`config.mk`:
```
export PLATFORM = sky130hd
export DESIGN_NAME = signed_int_to_decimal_ascii
export DESIGN_NICKNAME = d
export VERILOG_FILES = /design/src/hdl/sida_pkg.sv /design/src/hdl/signed_int_to_decimal_ascii.sv /design/src/hdl/sida_bcd_unit.sv
export SDC_FILE = /design/constraint.sdc
export NUM_CORES = 1
export LEC_CHECK = 0
export ABC_CLOCK_PERIOD_IN_PS = 2700
export BUFFER_PORTS_ARGS = -buffer_cell sky130_fd_sc_hd__buf_4
export CORE_MARGIN = 2
export CORE_UTILIZATION = 51
export DETAILED_ROUTE_END_ITERATION = 10
export GPL_TIMING_DRIVEN = 0
export PLACE_DENSITY = 0.72
export RECOVER_POWER = 25
export SETUP_SLACK_MARGIN = 0.15
export SLEW_MARGIN = 40
export SYNTH_ARGS = -nofsm -noshare
export SYNTH_HDL_FRONTEND = slang
export SYNTH_HIERARCHICAL = 1
export SYNTH_SLANG_ARGS = --single-unit
```
`constraint.sdc`:
```
create_clock -name clock -period 2.7 [get_ports clock]
set_clock_uncertainty 0.2 [all_clocks]
set_input_delay 0.405 -clock clock [delete_from_list [all_inputs] [get_ports clock]]
set_output_delay 0.405 -clock clock [all_outputs]
set_load 0.05 [all_outputs]
```
`src/hdl/sida_pkg.sv`:
```
// ----------------------------------------------------------------------------
// sida_pkg
// Shared constants and types for the signed integer to decimal ASCII
// converter.
// ----------------------------------------------------------------------------
package sida_pkg;

   localparam int VALUE_WIDTH = 32;
   localparam int NUM_DIGITS  = 10;
   localparam int BCD_WIDTH   = 4 * NUM_DIGITS;
   localparam int CNT_WIDTH   = $clog2(VALUE_WIDTH);

   localparam logic [7:0] CH_ZERO  = 8'h30;
   localparam logic [7:0] CH_MINUS = 8'h2D;

   typedef enum logic [1:0] {
      OP_HOLD,
      OP_DABBLE,
      OP_DIGIT
   } unit_op_type;

   typedef struct packed {
      unit_op_type op;
      logic        bit_in;
   } unit_ctrl_type;

endpackage

```
`src/hdl/signed_int_to_decimal_ascii.sv`:
```
// ----------------------------------------------------------------------------
// signed_int_to_decimal_ascii
// Converts a signed integer to its decimal ASCII text, one character per
// strobe, most significant digit first, minus sign in front if negative.
// ----------------------------------------------------------------------------
// Operation: after the start transfer the magnitude is converted by the bit-serial
//   double-dabble pass through the shared BCD unit, leading zero digits are
//   skipped, then the minus sign (if negative) and the digits are output, each
//   character registered. A new number is accepted only back in idle, once the
//   last character of the previous one has been output.
// Reset: synchronous; returns to idle, no strobe. Results cannot be stalled.
// ----------------------------------------------------------------------------
module signed_int_to_decimal_ascii (
   input  logic                          clock,
   input  logic                          reset,
   input  logic                          start,
   output logic                          busy,
   input  logic signed [31:0]            req_value,
   output logic                          rsp_strobe,
   output logic [7:0]                    rsp_char_code,
   output logic                          rsp_last
);
   import sida_pkg::*;

   typedef enum logic [2:0] {
      S_IDLE,
      S_CONVERT,
      S_SKIP,
      S_SIGN,
      S_EMIT
   } state_type;

   state_type                state_ff, state_in;
   logic [BCD_WIDTH-1:0]     bcd_ff, bcd_in, bcd_next;
   logic [VALUE_WIDTH-1:0]   mag_ff, mag_in;
   logic                     neg_ff, neg_in;
   logic [CNT_WIDTH-1:0]     cnt_ff, cnt_in;
   logic                     strobe_ff, strobe_in;
   logic [7:0]               char_ff, char_in;
   logic                     last_ff, last_in;

   unit_ctrl_type            unit_ctrl;
   logic [VALUE_WIDTH-1:0]   raw_value;
   logic [VALUE_WIDTH-1:0]   neg_value;
   logic [3:0]               top_digit;
   logic                     accept;

   assign raw_value = req_value[VALUE_WIDTH-1:0];
   assign neg_value = ~raw_value + {{(VALUE_WIDTH-1){1'b0}}, 1'b1};
   assign top_digit = bcd_ff[BCD_WIDTH-1 -: 4];
   assign accept    = start && (state_ff == S_IDLE);

   sida_bcd_unit u_bcd_unit (
      .ctrl    (unit_ctrl),
      .bcd_in  (bcd_ff),
      .bcd_out (bcd_next)
   );

   always_comb begin
      state_in         = state_ff;
      bcd_in           = bcd_next;
      mag_in           = mag_ff;
      neg_in           = neg_ff;
      cnt_in           = cnt_ff;
      strobe_in        = 1'b0;
      char_in          = char_ff;
      last_in          = last_ff;
      unit_ctrl.op     = OP_HOLD;
      unit_ctrl.bit_in = mag_ff[VALUE_WIDTH-1];
      case (state_ff)
         S_IDLE: begin
            if (accept) begin
               neg_in   = raw_value[VALUE_WIDTH-1];
               mag_in   = raw_value[VALUE_WIDTH-1] ? neg_value : raw_value;
               bcd_in   = '0;
               cnt_in   = CNT_WIDTH'(VALUE_WIDTH - 1);
               state_in = S_CONVERT;
            end
         end
         S_CONVERT: begin
            unit_ctrl.op = OP_DABBLE;
            mag_in       = {mag_ff[VALUE_WIDTH-2:0], 1'b0};
            if (cnt_ff == '0) begin
               cnt_in   = CNT_WIDTH'(NUM_DIGITS - 1);
               state_in = S_SKIP;
            end else begin
               cnt_in = cnt_ff - CNT_WIDTH'(1);
            end
         end
         S_SKIP: begin
            if ((top_digit == 4'd0) && (cnt_ff != '0)) begin
               unit_ctrl.op = OP_DIGIT;
               cnt_in       = cnt_ff - CNT_WIDTH'(1);
            end else begin
               state_in = neg_ff ? S_SIGN : S_EMIT;
            end
         end
         S_SIGN: begin
            strobe_in = 1'b1;
            char_in   = CH_MINUS;
            last_in   = 1'b0;
            state_in  = S_EMIT;
         end
         S_EMIT: begin
            unit_ctrl.op = OP_DIGIT;
            strobe_in    = 1'b1;
            char_in      = CH_ZERO + {4'd0, top_digit};
            last_in      = (cnt_ff == '0);
            if (cnt_ff == '0) begin
               state_in = S_IDLE;
            end else begin
               cnt_in = cnt_ff - CNT_WIDTH'(1);
            end
         end
         default: begin
            state_in = S_IDLE;
         end
      endcase
   end

   always_ff @(posedge clock) begin
      if (reset) begin
         state_ff  <= S_IDLE;
         strobe_ff <= 1'b0;
      end else begin
         state_ff  <= state_in;
         strobe_ff <= strobe_in;
      end
      bcd_ff  <= bcd_in;
      mag_ff  <= mag_in;
      neg_ff  <= neg_in;
      cnt_ff  <= cnt_in;
      char_ff <= char_in;
      last_ff <= last_in;
   end

   assign busy          = (state_ff != S_IDLE);
   assign rsp_strobe    = strobe_ff;
   assign rsp_char_code = char_ff;
   assign rsp_last      = last_ff;

`ifndef SYNTHESIS
   a_accept_busy: assert property (@(posedge clock) disable iff (reset)
      (start && !busy) |=> busy)
      else $error("busy not raised after start transfer");

   a_strobe_from_work: assert property (@(posedge clock) disable iff (reset)
      rsp_strobe |-> $past(busy))
      else $error("result strobe without work in progress");

   a_minus_not_last: assert property (@(posedge clock) disable iff (reset)
      (rsp_strobe && (rsp_char_code == CH_MINUS)) |-> !rsp_last)
      else $error("minus sign marked last");

   a_last_ends_item: assert property (@(posedge clock) disable iff (reset)
      (rsp_strobe && rsp_last) |-> !busy)
      else $error("still busy after last character");

   a_digit_range: assert property (@(posedge clock) disable iff (reset)
      (rsp_strobe && (rsp_char_code != CH_MINUS)) |->
         ((rsp_char_code >= CH_ZERO) && (rsp_char_code <= (CH_ZERO + 8'd9))))
      else $error("character is not a decimal digit");
`endif

endmodule

```
`src/hdl/sida_bcd_unit.sv`:
```
// ----------------------------------------------------------------------------
// sida_bcd_unit
// Shared BCD shift unit: one double-dabble step (add 3, shift in a bit) or a
// whole-digit shift left, or passes the value through unchanged.
// ----------------------------------------------------------------------------
module sida_bcd_unit (
   input  sida_pkg::unit_ctrl_type            ctrl,
   input  logic [sida_pkg::BCD_WIDTH-1:0]     bcd_in,
   output logic [sida_pkg::BCD_WIDTH-1:0]     bcd_out
);
   import sida_pkg::*;

   logic [BCD_WIDTH-1:0] adjusted;

   always_comb begin
      for (int i = 0; i < NUM_DIGITS; i++) begin
         if (bcd_in[4*i +: 4] >= 4'd5) begin
            adjusted[4*i +: 4] = bcd_in[4*i +: 4] + 4'd3;
         end else begin
            adjusted[4*i +: 4] = bcd_in[4*i +: 4];
         end
      end
   end

   always_comb begin
      case (ctrl.op)
         OP_DABBLE: bcd_out = {adjusted[BCD_WIDTH-2:0], ctrl.bit_in};
         OP_DIGIT:  bcd_out = {bcd_in[BCD_WIDTH-5:0], 4'd0};
         default:   bcd_out = bcd_in;
      endcase
   end

endmodule
```
==> results.cfg <==
[timing]
hold_violations = 0
rsz0062_at_grt = yes
max_freq_mhz = 366.2
finalCritPeriodShare_pct = 101.1
setup_viol = 2
setup_ws_ns = -0.03066
relSlewSlack_pct = 51.80
fin_hold_ws_ns = 0.01712
min_period_ns = 2.731
drv_slew = 0
worst_slew_pin_slew_ns = 0.7230

[synth]
syn_area_per_cell_um2 = 8.960
synth_cells = 639
synth_area_leaders = edfxtp_1 23%, dfxtp_1 15%, ha_1 5.2%, nor2b_1 5.2%, o21ai_0 4.8%
synth_edf_count = 44
async_flop_share_pct = 0
synth-seq-area-share_pct = 38.46
synth_seq_cells = 88
synth_cell_types = 57
synth_top_cell_area_share_pct = 23.08
syn_area_mm2 = 0.005725
yosysTopAreaCell = edfxtp_1
yosysWarnings = 6
synth_ff_type = edfxtp_1

[worst_setup_path]
slowest_stage = or3_1
cp.required_ns = 2.81
max_stage_delay_ns = 0.37
critPathMaxFanout = 8
crit_type = reg -> reg
critPathLaunchType = flip-flop
crit_path_frequent_cell = nor2_2
path_cells = inv_1 > ha_2 > nor4b_4 > buf_4 > nor3_4 > nor2_2 > nor2_2 > ha_4 > buf_12 > inv_8 > nand2_8 > buf_8 > or3_1 > nand3_1 > nor2b_1
cp.arrival_ns = 2.84
crit_path_end_kind = flip-flop

[hold_path]
hold_class = in -> reg

[placement]
gp_congestion = 0.8860
port_buffers = 42
hpwlAfterDp_um = 9572
place_ws_ns = -0.3650
dpl_cell_area_mm2 = 0.006345

[route]
vias = 5094
dr.first_iter.drc_count = 379
wirelength_um = 14680
via_per_inst = 5.930
first_pass_iters = 5
wl_per_cell_um = 17.09
antenna_left = 0
drc_errors = 0

[grt]
grtUsageTotal_pct = 24.22
grt_max_degree = 34
antenna_found_initial = 0
overflow = 0
grt_pass1_vias = 4733
grt_first_pass_wirelength_um = 23070

[outcome]
outcome = finished, violations left
violations = negative setup slack

[power]
vdd_drop_max_uv = 297.4
p_per_area_mw_per_mm2 = 469.4
p_leak_uw = 0.002612
finalPower_uw = 3327

[floorplan]
coreArea_mm2 = 0.01089
io_pins = 46
dieHeight_um = 110.0
dieArea_mm2 = 0.01209
rows = 38
die_w_um = 110.0
initial_core_util_pct = 52.59

[job]
cap_violations = 0

[cts]
clkTransAtPathRegs_ns = 0.09
cts_tree = done
cts_root_buf = clkbuf_8
htreeDepth = 3
cts_sinks = 88
cts_hold_buf = 0
clockBufferDepth = 2
numCtsBuffers = 9
worst_skew_pair.late_latency_ns = 0.36

[finish]
final_nets = 773
area_delta_synth_final_pct = 23.78
final_cell_mix = 63 x buf_4, 45 x a21oi_1, 44 x nor2b_1, 44 x edfxtp_1, 41 x dfxtp_1
design_area_mm2 = 0.007087
final_common_cell = buf_4
antenna_cells = 0
drive_gt1_share_pct = 25.45
==> final timing paths <==
| check | endpoint | cells after the start | slack, ns | from |
|---|---|---|---|---|
| setup / recovery | bcd_ff[33]$_DFF_P_ | 15 | -0.03 | cnt_ff[0]$_DFFE_PP_ |
| hold / removal | state_ff[0]$_SDFFE_PP0P_ | 2 | 0.02 | reset |
| setup reg to reg | bcd_ff[33]$_DFF_P_ | 15 | -0.03 | cnt_ff[0]$_DFFE_PP_ |
| hold reg to reg | mag_ff[12]$_DFFE_PP_ | 2 | 0.34 | mag_ff[11]$_DFFE_PP_ |
==> worst max-delay path: cells and delay by family (launching register included) <==
family,cells,cell delay [ns]
and+or+nand+nor,8,1.13
adders and majority gates,2,0.41
DFF,1,0.36
buffers and inverters,5,0.54
==> cells in the mapped netlist, types with 10 or more instances <==
library cell	count
edfxtp_1	44
inv_1	29
nand2_1	35
nor2_1	28
nand3_1	15
dfxtp_1	44
a31oi_1	10
or3_1	16
ha_1	24
nor3_1	12
a22oi_1	22
o21ai_0	55
nand2b_1	13
nor3b_1	19
clkbuf_1	24
nor2b_1	48
xor2_1	29
a21oi_1	49
buf_2	10
==> kinds of logic (layout without fill, tap and decap cells) <==
family	count (synthesis)	count (layout)	share of synthesized area, %
DFF	88	88	38.46
other	2	3	0.1312
buffers and inverters	75	154	5.835
muxes	16	16	2.994
xor gates and xnor gates	33	33	5.048
AOI/OAI and AO/OA	186	186	21.02
and+or+nand+nor	215	215	21.26
adders and majority gates	24	24	5.245
==> registers in the layout, indices dropped and copies added (netlist names) <==
name	cells
cnt_ff	5
rsp_strobe	1
mag_ff	32
bcd_ff	40
rsp_char_code	5
neg_ff	1
rsp_last	1
state_ff	3
==> per-stage QoR <==
step / utilization (%) / cells / setup TNS [ns]
finish: 65.09 / 859 / -0.04634
global route: 65.09 / 859 / -2.018
CTS: 61.97 / 853 / -0.9218
detailed placement: 58.27 / 822 / -13.66
global placement: 58.27 / 822 / -10.09
floorplan: - / 640 / 0
==> layout make-up <==
cell class              instances  area [µm²]
fillers                       883        3801
plain buffers                  44       339.1
clock inverters                 6       32.53
multi-input cells             477        3547
well taps                     140       175.2
clock buffers                  10       148.9
inverters                      31       125.1
repair buffers                 63       508.0
flip-flops and latches         88        2211
==> routing by layer <==
metal | wire length (µm) | GRT usage (%) | vias up
met5 | 0 | 0 | -
met2 | 6859 | 39.40 | 165
met4 | 295 | 7.866 | 0
met1 | 6784 | 33.20 | 2432
met3 | 744 | 3.260 | 28
li1 | - | - | 2469
==> report_power, final <==
part / internal (µW) / switching, µW / total (µW) / leakage [µW]
Sequential: 1570 / 51.0 / 1620 / 0.000771
Combinational: 321 / 518 / 839 / 0.00174
Clock: 382 / 481 / 863 / 0.0000967
Total: 2280 / 1050 / 3330 / 0.00261
==> timing repair <==
action                                  CTS  global route
pin swaps                                 5            10
endpoints found under the setup margin   45            44
buffers inserted                         15             2
resized for setup                        35            99
gates cloned                              0             2
(Power assumes the default switching activity.)
